## src/rtl/key_gesture_classifier_defines.svh

```systemverilog
// Assertion macros for the key gesture classifier RTL.
`ifndef KEY_GESTURE_CLASSIFIER_DEFINES_SVH
`define KEY_GESTURE_CLASSIFIER_DEFINES_SVH

// Same-cycle implication, checked outside reset.
`define KGC_ASSERT_NOW(lbl, ante, cons) \
    lbl: assert property (@(posedge aclk) disable iff (!aresetn) (ante) |-> (cons)) \
        else $error("kgc assertion failed");

// Next-cycle implication, checked outside reset.
`define KGC_ASSERT_NEXT(lbl, ante, cons) \
    lbl: assert property (@(posedge aclk) disable iff (!aresetn) (ante) |=> (cons)) \
        else $error("kgc assertion failed");

`endif

```

## src/rtl/kgc_pkg.sv

```systemverilog
// Types and constants of the key gesture classifier.
package kgc_pkg;

    localparam int unsigned CfgWidth     = 32;
    localparam int unsigned TimerWidth   = 32;
    localparam int unsigned ElapsedWidth = 16;

    localparam logic [CfgWidth-1:0] LongPressReset    = 32'd333;
    localparam logic [CfgWidth-1:0] DoubleWindowReset = 32'd333;

    // Configuration register indexes
    localparam logic CFG_LONG_PRESS    = 1'b0;
    localparam logic CFG_DOUBLE_WINDOW = 1'b1;

    // Item kinds carried on the input side
    localparam logic ACT_REPORT = 1'b0;
    localparam logic ACT_TICK   = 1'b1;

    typedef enum logic [2:0] {
        GEST_RELEASE      = 3'd0,
        GEST_PRESS        = 3'd1,
        GEST_LONG_PRESS   = 3'd2,
        GEST_CLICK        = 3'd3,
        GEST_LONG_CLICK   = 3'd4,
        GEST_DOUBLE_PRESS = 3'd5,
        GEST_DOUBLE_CLICK = 3'd6
    } gesture_t;

    typedef struct packed {
        logic                    action;
        logic                    key_down;
        logic [ElapsedWidth-1:0] elapsed;
    } kgc_item_t;

    typedef struct packed {
        gesture_t              gesture;
        logic                  key_level;
        logic [TimerWidth-1:0] held_time;
    } kgc_result_t;

endpackage

```

## src/rtl/kgc_core.sv

```systemverilog
// Gesture state, configuration registers and per-item update logic.
`include "key_gesture_classifier_defines.svh"

module kgc_core
    import kgc_pkg::*;
(
    input  logic                aclk,
    input  logic                aresetn,
    input  logic                cfg_we,
    input  logic                cfg_addr,
    input  logic [CfgWidth-1:0] cfg_wdata,
    input  logic                step,
    input  kgc_item_t           item,
    output kgc_result_t         result
);

    logic [CfgWidth-1:0]   long_press_reg;
    logic [CfgWidth-1:0]   double_window_reg;
    logic                  level_reg, level_next;
    logic                  changed_reg, changed_next;
    logic [TimerWidth-1:0] timer_reg, timer_next;
    gesture_t              gesture_reg, gesture_next;
    logic                  pending_reg, pending_next;

    logic [TimerWidth:0]   sum_wide;
    logic [TimerWidth-1:0] timer_sat;
    logic [TimerWidth-1:0] timer_upd;

    // Saturating add of the elapsed time
    assign sum_wide  = {1'b0, timer_reg} + {{(TimerWidth+1-ElapsedWidth){1'b0}}, item.elapsed};
    assign timer_sat = sum_wide[TimerWidth] ? {TimerWidth{1'b1}} : sum_wide[TimerWidth-1:0];
    assign timer_upd = changed_reg ? '0 : timer_sat;

    // Next state for one item
    always_comb begin
        level_next   = level_reg;
        changed_next = changed_reg;
        timer_next   = timer_reg;
        gesture_next = gesture_reg;
        pending_next = pending_reg;
        if (item.action == ACT_REPORT) begin
            level_next   = item.key_down;
            changed_next = changed_reg | (item.key_down != level_reg);
        end else begin
            timer_next   = timer_upd;
            changed_next = 1'b0;
            unique case (gesture_reg)
                GEST_RELEASE: begin
                    if (changed_reg && level_reg && pending_reg &&
                        (timer_reg < double_window_reg)) begin
                        gesture_next = GEST_DOUBLE_PRESS;
                        pending_next = 1'b0;
                    end else if (changed_reg && level_reg) begin
                        gesture_next = GEST_PRESS;
                        pending_next = 1'b0;
                    end
                end
                GEST_PRESS: begin
                    if (!changed_reg && level_reg && (timer_upd >= long_press_reg)) begin
                        gesture_next = GEST_LONG_PRESS;
                        timer_next   = '0;
                    end else if (!level_reg) begin
                        gesture_next = GEST_CLICK;
                        pending_next = 1'b1;
                    end
                end
                GEST_LONG_PRESS: begin
                    if (!level_reg) begin
                        gesture_next = GEST_LONG_CLICK;
                        pending_next = 1'b1;
                    end
                end
                GEST_DOUBLE_PRESS: begin
                    if (!level_reg) begin
                        gesture_next = GEST_DOUBLE_CLICK;
                    end
                end
                default: begin
                    gesture_next = GEST_RELEASE;
                end
            endcase
        end
    end

    // Result shows the state after the item
    assign result.gesture   = gesture_next;
    assign result.key_level = level_next;
    assign result.held_time = timer_next;

    // Hold configuration and commit state on each step
    always_ff @(posedge aclk) begin
        if (!aresetn) begin
            long_press_reg    <= LongPressReset;
            double_window_reg <= DoubleWindowReset;
            level_reg         <= 1'b0;
            changed_reg       <= 1'b0;
            timer_reg         <= '0;
            gesture_reg       <= GEST_RELEASE;
            pending_reg       <= 1'b0;
        end else begin
            if (cfg_we) begin
                unique case (cfg_addr)
                    CFG_LONG_PRESS:    long_press_reg    <= cfg_wdata;
                    CFG_DOUBLE_WINDOW: double_window_reg <= cfg_wdata;
                    default: ;
                endcase
            end
            if (step) begin
                level_reg   <= level_next;
                changed_reg <= changed_next;
                timer_reg   <= timer_next;
                gesture_reg <= gesture_next;
                pending_reg <= pending_next;
            end
        end
    end

    `KGC_ASSERT_NEXT(a_tick_clears_change, step && item.action == ACT_TICK, !changed_reg)
    `KGC_ASSERT_NEXT(a_long_press_zeroes_timer,
        step && gesture_reg == GEST_PRESS && gesture_next == GEST_LONG_PRESS, timer_reg == '0)
    `KGC_ASSERT_NEXT(a_click_sets_pending,
        step && (gesture_next == GEST_CLICK || gesture_next == GEST_LONG_CLICK), pending_reg)
    `KGC_ASSERT_NOW(a_report_keeps_gesture,
        step && item.action == ACT_REPORT, gesture_next == gesture_reg)

endmodule

```

## src/rtl/key_gesture_classifier.sv

```systemverilog
// Top level of the key gesture classifier: input and result registers around the core.
// Path: each input transfer is held in the input register, then its result in the result register on the m_ side.
// Throughput: one item per cycle while m_tready does not stall the result register; the core commits state per item.
// Each item yields exactly one result transfer; s_tready follows m_tready when both stages hold.
// Reset (aresetn low, synchronous): gesture release, key released, timer zero,
// both time registers 333, pipeline empty.
module key_gesture_classifier
    import kgc_pkg::*;
(
    input  logic                aclk,
    input  logic                aresetn,
    input  logic                s_tvalid,
    output logic                s_tready,
    input  logic [23:0]         s_tdata,   // [0] key_down, [16:1] elapsed, [23:17] zero
    input  logic                s_tuser,   // [0] action
    output logic                m_tvalid,
    input  logic                m_tready,
    output logic [39:0]         m_tdata,   // [2:0] gesture, [3] key_level, [35:4] held_time
    input  logic                cfg_we,
    input  logic                cfg_addr,
    input  logic [CfgWidth-1:0] cfg_wdata
);

    logic        in_valid_reg;
    kgc_item_t   in_item_reg;
    logic        out_valid_reg;
    kgc_result_t out_result_reg;
    kgc_result_t result;
    logic        advance;

    // Move an item into the result register when that register is free or drains
    assign advance  = in_valid_reg && (!out_valid_reg || m_tready);
    assign s_tready = !in_valid_reg || advance;

    kgc_core u_core (
        .aclk      (aclk),
        .aresetn   (aresetn),
        .cfg_we    (cfg_we),
        .cfg_addr  (cfg_addr),
        .cfg_wdata (cfg_wdata),
        .step      (advance),
        .item      (in_item_reg),
        .result    (result)
    );

    // Capture the input transfer
    always_ff @(posedge aclk) begin
        if (!aresetn) begin
            in_valid_reg <= 1'b0;
        end else if (s_tready) begin
            in_valid_reg <= s_tvalid;
        end
    end

    always_ff @(posedge aclk) begin
        if (s_tvalid && s_tready) begin
            in_item_reg.action   <= s_tuser;
            in_item_reg.key_down <= s_tdata[0];
            in_item_reg.elapsed  <= s_tdata[ElapsedWidth:1];
        end
    end

    // Hold the result until it is taken
    always_ff @(posedge aclk) begin
        if (!aresetn) begin
            out_valid_reg <= 1'b0;
        end else if (advance) begin
            out_valid_reg <= 1'b1;
        end else if (m_tready) begin
            out_valid_reg <= 1'b0;
        end
    end

    always_ff @(posedge aclk) begin
        if (advance) begin
            out_result_reg <= result;
        end
    end

    assign m_tvalid = out_valid_reg;
    assign m_tdata  = {4'b0, out_result_reg.held_time, out_result_reg.key_level,
                       out_result_reg.gesture};

endmodule
```

## config.mk

```make
export PLATFORM = sky130hd
export DESIGN_NAME = key_gesture_classifier
export DESIGN_NICKNAME = d
export VERILOG_FILES = /design/src/rtl/kgc_pkg.sv /design/src/rtl/kgc_core.sv /design/src/rtl/key_gesture_classifier.sv
export VERILOG_INCLUDE_DIRS = /design/src /design/src/rtl
export SDC_FILE = /design/constraint.sdc
export NUM_CORES = 1
export LEC_CHECK = 0
export BUFFER_PORTS_ARGS = -buffer_cell sky130_fd_sc_hd__buf_4
export CORE_ASPECT_RATIO = 0.9
export CORE_MARGIN = 4
export CORE_UTILIZATION = 37
export DETAILED_ROUTE_END_ITERATION = 12
export PLACE_DENSITY = 0.51
export SKIP_CTS_REPAIR_TIMING = 1
export SYNTH_ARGS = -nofsm -noshare
export SYNTH_HDL_FRONTEND = slang
export SYNTH_SLANG_ARGS = --single-unit
export TNS_END_PERCENT = 5
```

## constraint.sdc

```tcl
create_clock -name aclk -period 8.9 [get_ports aclk]
set_input_delay 1.335 -clock aclk [delete_from_list [all_inputs] [get_ports aclk]]
set_output_delay 1.335 -clock aclk [all_outputs]
set_load 0.05 [all_outputs]
```

==> results.toml, run 1 <==
[logic_synthesis]
synth_xor_area_share_pct = 1.946
ys_ff_latch = 158
yosysTopAreaCell = "dfxtp_1"
synth-edff-count = 54
synth.area.top_cells = "dfxtp_1 (23%), edfxtp_1 (18%), ha_1 (11%), nand2_1 (6.5%), a21boi_0 (4.7%)"
synth_mux_area_share_pct = 0.5837
synth_flop_cell = "dfxtp_1"
synth.distinct_cells = 69
synth_top_family_by_area = "compound AO/OA/AOI/OAI gates"
synth_compound_area_share_pct = 23.34
synth.most_common_cell = "nand2_1"
postSynthAreaPerCell_um2 = 8.984
synth_top_area_share_pct = 23.13
yosysSeqAreaShare_pct = 41.14
yosys.area_share.adder_pct = 11.20
yosys_warnings = 0
synthSimpleGateAreaFrac_pct = 15.71
syn_area_um2 = 9002
synthCells = 1002
synthArstFlopShare_pct = 0
ys_top_cells_by_count = "nand2_1 (155), dfxtp_1 (104), ha_1 (79)"

[final_layout]
drive_gt1_share_pct = 14.92
filler_cell_count = 2364
fin_nets = 1216
area_growth_pct = 16.79
n_antenna_cell = 0
largest_reg_flops = 36
postLayoutCellArea_um2 = 10510

[timing]
tightestPinTransition_ns = 1.073
skew_ns = 0.01621
slew_viol_final = 0
rsz0062_at_grt = "no"
period_share_pct = 68.96
slew_headroom_pct = 28.45
max_clock_freq_mhz = 162.9
setup_viol = 0
hold_viol = 0
fin_setup_tns_ns = 0
period_minus_slack_ns = 6.137

[detailed_routing]
wirelength_mm = 24.92
drt_iter0_markers = 552
routed-via-count = 7323
drt-pass1-iter-count = 7
drc = 0
routedWlPerCell_um = 17.95
ant_nets = 0
viasPerCell = 5.276

[clocking]
clockRootBuffer = "clkbuf_16"
h-tree-depth = 4
numCtsBuffers = 17
cts_sinks = 158
cts.path.max_buffers = 2
clkSlewWorstSetupHoldPaths_ns = 0.07
worstSkewPairLatency_ns = 0.44
cts_tree = "yes"

[placement]
port_buffers = 93
gp_congestion = 0.8638
postPlaceCellArea_um2 = 9920
dp_hpwl_mm = 18.16

[min_path]
worst_hold_path.num_cells = 2
hp-class = "reg2reg"
worstHoldStart = "u_core.long_press_reg[15]"

[setup_path]
worstSetupEndpointType = "flop"
worstPathRequired_ns = 9.18
crit_arrival_ns = 6.42
crit_type = "reg2reg"
cp_max_fo = 18
r2r_start = "in_item_reg[0]"
startpoint = "in_item_reg[0]"
startpoint_type = "flop"
r2r_cells = 17

[job]
maxCapViolCount = 0

[die]
die_y_um = 156.0
core_area_um2 = 23670
ioPinCount = 105
num_rows = 53
start_util_pct = 38.03
die_w_um = 172.4
die-area_um2 = 26890

[global_route]
grt_pass1_vias = 6840
grt_usage_pct = 18.76
grt_max_degree = 75
overflow = 0
antenna_found_initial = 0
grt_pass1_wl_mm = 39.01

[power_and_ir_drop]
powerDensity_nw_per_um2 = 174.6
ir_worst_vdd_v = 0.0001377
p_leak_uw = 0.004302

[outcome]
status = "complete, no violations"
## logic make-up after synthesis
| kind of cell | count (synthesis) |
|---|---|
| simple gates | 306 |
| compound gates | 301 |
| flops | 158 |
| buf+inv | 131 |
| fa+ha+maj | 80 |
| xor+xnor | 20 |
| mux | 5 |
| other cells | 1 |
## worst max-delay path: stages, from the launching register on
cell	delay, ns
edfxtp_1	0.37
ha_1	0.24
fa_1	0.44
a211oi_1	0.26
o21a_1	0.22
a211o_1	0.26
a21oi_2	0.13
nand2b_1	0.78
a21oi_1	0.32
ha_1	0.28
a2111oi_0	0.40
o221ai_1	0.19
o211ai_1	0.18
a21boi_2	0.17
nor3_4	0.59
nand2_1	0.61
nor3_1	0.33
o21a_1	0.21
## area by class of cell
cell class                      instances  area (µm²)  share of cell area (%)
Tap cell                              302       377.9                   3.594
Timing Repair Buffer                  101       758.2                   7.212
Clock buffer                           20       467.9                   4.451
Multi-Input combinational cell        716        4783                   45.50
Sequential cell                       158        3704                   35.23
Clock inverter                         12       126.4                   1.202
Inverter                               79       296.5                   2.820
## routing by layer
metal,vias to the layer above,global-route usage [%],part of all wire [%]
met1,3402,31.01,55
li1,3702,-,-
met2,205,24.31,38
met4,0,4.079,0.86
met3,14,4.028,6.2
met5,-,0,0
## cells in the final DEF, fill, tap and decap left out, types with 16 or more instances in the layout
cell,count
a21boi_0,56
a21o_1,24
a21oi_1,60
a22o_1,37
buf_4,101
clkbuf_16,18
dfxtp_1,104
edfxtp_1,54
ha_1,79
inv_1,78
nand2_1,155
nand3_1,16
nand4_1,17
nor2_1,47
o21ai_0,37
## worst paths after layout
kind	end	slack, ns
worst min register to register	u_core.long_press_reg[15]	0.46
worst max-delay path	m_tdata[35]	2.76
worst max register to register	m_tdata[35]	2.76
worst min-delay path	u_core.long_press_reg[15]	0.46
## report_power, final
part	leakage [µW]	switching (µW)	internal, µW
Clock	0.000302	317	439
Combinational	0.00264	178	103
Sequential	0.00136	18.1	780
Total	0.00430	512	1320
## metrics by stage
step | hold WS, ns | power, µW | std cells | worst slack [ns] | util [%]
3_5_place_dp | 0.4591 | 1096 | 1356 | 2.792 | 41.90
3_3_place_gp | 0.4523 | 1094 | 1356 | 2.826 | 41.90
4_1_cts | 0.4684 | 1856 | 1388 | 2.756 | 44.41
2_1_floorplan | 0.4419 | 1002 | 1005 | 4.360 | -
5_1_grt | 0.4886 | 1914 | 1388 | 2.367 | 44.41
6_report | 0.4644 | 1835 | 1388 | 2.763 | 44.41
Power figures use the tool's default switching activity.
==> run 2, diff against run 1 <==
Settings changed: ABC_AREA set to 1.
Clock period 8.9 ns to 5.76 ns, I/O delays scaled along.
==> run 2 against run 1 <==
Net effect:
- sequential power is 55% higher
- hold slack got worse by 0.0065 ns
- first-iteration DRC count shrank 20%
- die area rose by 3.5%
- clock-buffer cell count down 1
- sequential cell count unchanged
- global-route usage down 0.31 points
- non-clock buffer count up 2
- largest cell class unchanged
- register-to-register slack got worse by 1.7 ns
==> results.toml, run 2 <==
[final_layout]
largest_reg_flops = 36
area_growth_pct = 16.97
layout_common_cells = "nand2_1 (321), inv_1 (155), a21oi_1 (104)"
filler_cell_count = 2542
fin_nets = 1434
final_common_cell = "nand2_1"
drive_gt1_share_pct = 13.19
final_cells = 1640
n_antenna_cell = 0

[clocking]
cts_tree = "yes"
clockRootBuffer = "clkbuf_16"
worstSkewPairLatency_ns = 0.43
clkSlewWorstSetupHoldPaths_ns = 0.07
numCtsBuffers = 17
cts_sinks = 158
cts.path.max_buffers = 2
h-tree-depth = 4

[power_and_ir_drop]
pwr-share-clk_pct = 41.4
seq_power_share_pct = 42.4
ir_worst_vdd_v = 0.0001893
intPower_uw = 2108
powerDensity_nw_per_um2 = 267.8
netSwitchingPower_uw = 815.8
combinationalPowerShare_pct = 16.3
swShare_pct = 27.91
p_leak_uw = 0.005113

[logic_synthesis]
synthCells = 1211
synth.distinct_cells = 42
synth-edff-count = 54
synth_top_area_share_pct = 22.31
yosys_warnings = 0
postSynthAreaPerCell_um2 = 7.707
synth.area.top_cells = "dfxtp_1 (22%), edfxtp_1 (17%), nand2_1 (13%), ha_1 (11%), inv_1 (6.2%)"
ys_top_cells_by_count = "nand2_1 (322), inv_1 (155), a21oi_1 (104), dfxtp_1 (104), nand3_1 (85)"
syn_area_um2 = 9333
ys_ff_latch = 158
synth_flop_cell = "dfxtp_1"
synth.most_common_cell = "nand2_1"
synthArstFlopShare_pct = 0
yosysSeqAreaShare_pct = 39.68
yosysTopAreaCell = "dfxtp_1"

[timing]
max_clock_freq_mhz = 211.7
hold_viol = 0
fin_setup_tns_ns = 0
slew_headroom_pct = 20.82
skew_ns = 0.01164
tightestPinTransition_ns = 1.180
period_minus_slack_ns = 4.724
period_share_pct = 82.02
slew_viol_final = 0
setup_viol = 0
rsz0062_at_grt = "no"

[detailed_routing]
drt_iter0_markers = 441
routedWlPerCell_um = 15.37
drt-pass1-iter-count = 5
drc = 0
viasPerCell = 4.871
routed-via-count = 7989
wirelength_mm = 25.20
ant_nets = 0

[global_route]
antenna_found_initial = 0
grt_max_degree = 69
grt_pass1_wl_mm = 40.83
overflow = 0
grt_usage_pct = 18.45
grt_pass1_vias = 7609

[die]
num_rows = 54
die-area_um2 = 27830
core_area_um2 = 24530
die_y_um = 158.7
start_util_pct = 38.05
die_w_um = 175.4
ioPinCount = 105

[setup_path]
path_cells = "ha_1 > fa_1 > nand3_1 > nand2_2 > nand2_1 > nand2_2 > nand2_2 > nand2_4 > nand4_4 > buf_4 > a21oi_4 > ha_1 > nand2_1 > nor4_1 > nand2_1 > nand2_1 > nand2_1 > nand2_1 > nand3_1 > nand2_2 > inv_2 > buf_4 > nand2_1 > nand2_1"
cp_max_fo = 31
cp_slowest_cell = "fa_1"
crit_type = "reg2reg"
cpLargestDelayFamily = "simple AND/OR/NAND/NOR gates"
cpPeakStageDelay_ns = 0.44
crit_buf_inv = 3
crit_arrival_ns = 4.89
startpoint_type = "flop"
worstSetupEndpointType = "flop"
worstPathRequired_ns = 5.92
cpMostUsedCell = "nand2_1"

[placement]
dp_hpwl_mm = 19.16
port_buffers = 93
place_inst = 1608
gp_congestion = 0.9105

[job]
maxCapViolCount = 0

[min_path]
hp-class = "reg2reg"

[outcome]
status = "complete, no violations"
[run 2: cell count changes after synthesis, sizes merged, moves of 49 or more]
cell	delta
nand2	+172
a21boi	-57
inv	+82
nand3	+71
a21oi	+49
[run 2: path summary, 6_finish.rpt]
kind / start / endpoint / cells after the start / slack, ns
worst max-delay path: in_item_reg[0] / m_tdata[9] / 24 / 1.04
worst min-delay path: u_core.double_window_reg[12] / u_core.double_window_reg[12] / 2 / 0.46
worst max register to register: in_item_reg[0] / m_tdata[9] / 24 / 1.04
worst min register to register: u_core.double_window_reg[12] / u_core.double_window_reg[12] / 2 / 0.46
[run 2: power groups by stage]
stage	combinational, µW	clock (µW)	sequential [µW]
CTS	482	1240	1240
global route	537	1280	1240
detailed placement	478	0	1260
global placement	473	0	1260
floorplan	291	0	1310
finish	476	1210	1240
[run 2: kinds of logic after synthesis]
logic type               Yosys count  synth area share, %
AO/OA/AOI/OAI                    238                15.54
AND/OR/NAND/NOR                  510                23.27
XOR/XNOR                          16                1.501
buffers and inverters            208                9.157
flip-flops                       158                39.68
adder cells (fa/ha/maj)           80                10.81
other                              1              0.04018
[run 2: metal layers]
layer	vias to the layer above	share of wire (%)	GRT usage [%]
met5	-	0	0
met4	0	1.6	5.197
met3	26	5.0	3.443
met2	195	42	28.34
met1	3602	51	26.75
li1	4166	-	-
[run 2: through the flow]
stage / util (%) / instance area (µm²) / power [µW] / worst slack [ns] / hold slack [ns]
after detailed placement: 41.99 / 10300 / 1741 / 1.037 / 0.4525
after global placement: 41.99 / 10300 / 1736 / 1.074 / 0.4492
after global routing: 44.51 / 10920 / 3057 / 0.6598 / 0.4810
after floorplan: - / 9344 / 1597 / 2.084 / 0.4331
after CTS: 44.51 / 10920 / 2957 / 1.002 / 0.4638
final: 44.51 / 10920 / 2923 / 1.036 / 0.4579
[run 2: cell type report]
type	count	area, µm²	area share (%)
well taps	336	420.4	3.851
inverters	163	611.8	5.605
clock inverters	13	185.2	1.696
repair buffers	103	773.2	7.083
flip-flops and latches	158	3705	33.94
clock buffers	19	432.9	3.966
multi-input cells	848	4788	43.86
[run 2: tightest hold or removal path: cells and delay by family (launching register included)]
family,cells,cell delay [ns]
buffers and inverters,1,0.06
DFF,1,0.30
AOI/OAI and AO/OA,1,0.06
==> run 3, diff against run 2 <==
Settings changed: ABC_AREA 1 to 0, PLACE_DENSITY 0.51 to 0.53.
Clock period 5.76 ns to 3.96 ns, I/O delays scaled along.
==> run 3 against run 2 <==
Net effect:
- the run now ends with setup timing left
- die area fell by 3.4%
- via count fell by 0.26%
- clock-buffer cell count fell by 1
- largest cell class unchanged
==> results.toml, run 3 (synthesis results as in run 1) <==
[outcome]
status = "finished with violations"
violations = "setup timing"

[placement]
port_buffers = 93
dp_hpwl_mm = 20.34
dp_slack_ns = -0.6115
gp_congestion = 0.8590
postPlaceCellArea_um2 = 11110

[detailed_routing]
wirelength_mm = 27.26
routed-via-count = 7968
drt_iter0_markers = 496
routedWlPerCell_um = 17.82
viasPerCell = 5.208
drc = 0
drt-pass1-iter-count = 5
ant_nets = 0

[timing]
fin_setup_tns_ns = -30.96
slew_viol_final = 0
setup_viol = 68
max_clock_freq_mhz = 220.4
period_minus_slack_ns = 4.538
skew_ns = 0.01414
setup_ws_ns = -0.5775
period_share_pct = 114.6
tightestPinTransition_ns = 1.075
hold_viol = 0
rsz0062_at_grt = "yes"
slew_headroom_pct = 28.14

[power_and_ir_drop]
total_power_uw = 4254
swShare_pct = 27.88
pwr-share-clk_pct = 40.1
p_leak_uw = 0.005030
ir_worst_vdd_v = 0.0002884
seq_power_share_pct = 42.1
netSwitchingPower_uw = 1186
intPower_uw = 3068
combinationalPowerShare_pct = 17.8
powerDensity_nw_per_um2 = 357.9

[setup_path]
crit_arrival_ns = 4.75
cpMostUsedCell = "buf_6"
cpPeakStageDelay_ns = 0.51
path_cells = "ha_1 > a21oi_1 > nand4b_1 > a21oi_2 > o2111ai_4 > a2111o_1 > nor2_2 > mux2i_1 > nor2_1 > ha_1 > buf_4 > a21oi_1 > o21ai_1 > a22oi_1 > a21boi_2 > buf_6 > nor3_4 > buf_6 > buf_6 > nand2_1 > o21ai_0"
crit_type = "reg2reg"
worstPathRequired_ns = 4.18
cpLargestDelayFamily = "compound AO/OA/AOI/OAI gates"
worstSetupEndpointType = "flop"
cp_slowest_cell = "a2111o_1"
cp_max_fo = 14
startpoint_type = "flop"
crit_buf_inv = 4

[global_route]
antenna_found_initial = 1
grt_pass1_wl_mm = 42.66
grt_usage_pct = 20.40
overflow = 0
grt_pass1_vias = 7665
grt_max_degree = 75

[die]
start_util_pct = 38.03
core_area_um2 = 23670
die-area_um2 = 26890
ioPinCount = 105
die_y_um = 156.0
die_w_um = 172.4
num_rows = 53

[final_layout]
fin_nets = 1358
drive_gt1_share_pct = 27.20
layout_common_cells = "buf_4 (234), nand2_1 (153), dfxtp_1 (103)"
largest_reg_flops = 36
final_core_util_pct = 50.21
final_common_cell = "buf_4"
postLayoutCellArea_um2 = 11890
area_growth_pct = 32.05
n_antenna_cell = 0

[clocking]
worstSkewPairLatency_ns = 0.43
cts.path.max_buffers = 2
h-tree-depth = 4
cts_tree = "yes"
numCtsBuffers = 17
clkSlewWorstSetupHoldPaths_ns = 0.07
clockRootBuffer = "clkbuf_16"
cts_sinks = 158

[min_path]
hp-class = "in2reg"

[job]
maxCapViolCount = 0
## run 3: cell types whose count changed in the layout (fill, tap and decap cells not counted), sizes merged, moves of 13 or more
cell / delta
a21boi: +57
a21o: +23
a21oi: -49
a22o: +37
buf: +139
inv: -84
nand2: -171
nand3: -71
nor2: -13
o21ai: -37
## run 3: per-layer routing
metal  routed length (µm)  part of all wire (%)  global-route usage [%]
met3                 1490                   5.5                   3.876
met4                  274                   1.0                   4.528
met5                   11                 0.040                       0
met2                10990                    40                   28.15
met1                14490                    53                   32.57
## run 3: metrics by stage
step / hold slack [ns] / instances
2_1_floorplan: 0.4419 / 1005
3_3_place_gp: 0.4536 / 1491
3_5_place_dp: 0.4583 / 1491
4_1_cts: 0.3227 / 1523
5_1_grt: 0.3217 / 1530
6_report: 0.3401 / 1530
## run 3: final timing paths
path	start	endpoint	slack (ns)	cells past startpoint
setup / recovery	in_item_reg[1]	m_tdata[20]	-0.58	21
hold / removal	s_tdata[8]	in_item_reg[7]	0.34	1
setup reg to reg	in_item_reg[1]	m_tdata[20]	-0.58	21
hold reg to reg	u_core.double_window_reg[5]	u_core.double_window_reg[5]	0.47	2
## run 3: area by class of cell
cell class / instances / area [µm²]
Clock buffer: 18 / 429.2
Clock inverter: 14 / 166.4
Fill cell: 2254 / 11790
Inverter: 79 / 296.5
Multi-Input combinational cell: 717 / 5040
Sequential cell: 158 / 3705
Tap cell: 302 / 377.9
Timing Repair Buffer: 242 / 1873
## run 3: power by group through the flow
stage	sequential [µW]	clock, µW	combinational, µW
floorplan	1890	0	380
global placement	1830	0	738
detailed placement	1830	0	741
CTS	1790	1730	745
global route	1800	1810	830
finish	1790	1700	757
## run 3: worst reg2reg max path: stages (launching register included)
cell	delay, ns
edfxtp_1	0.40
ha_1	0.30
a21oi_1	0.08
nand4b_1	0.23
a21oi_2	0.26
o2111ai_4	0.20
a2111o_1	0.51
nor2_2	0.13
mux2i_1	0.28
nor2_1	0.07
ha_1	0.30
buf_4	0.15
a21oi_1	0.12
o21ai_1	0.08
a22oi_1	0.26
a21boi_2	0.11
buf_6	0.14
nor3_4	0.16
buf_6	0.17
buf_6	0.19
nand2_1	0.07
o21ai_0	0.13
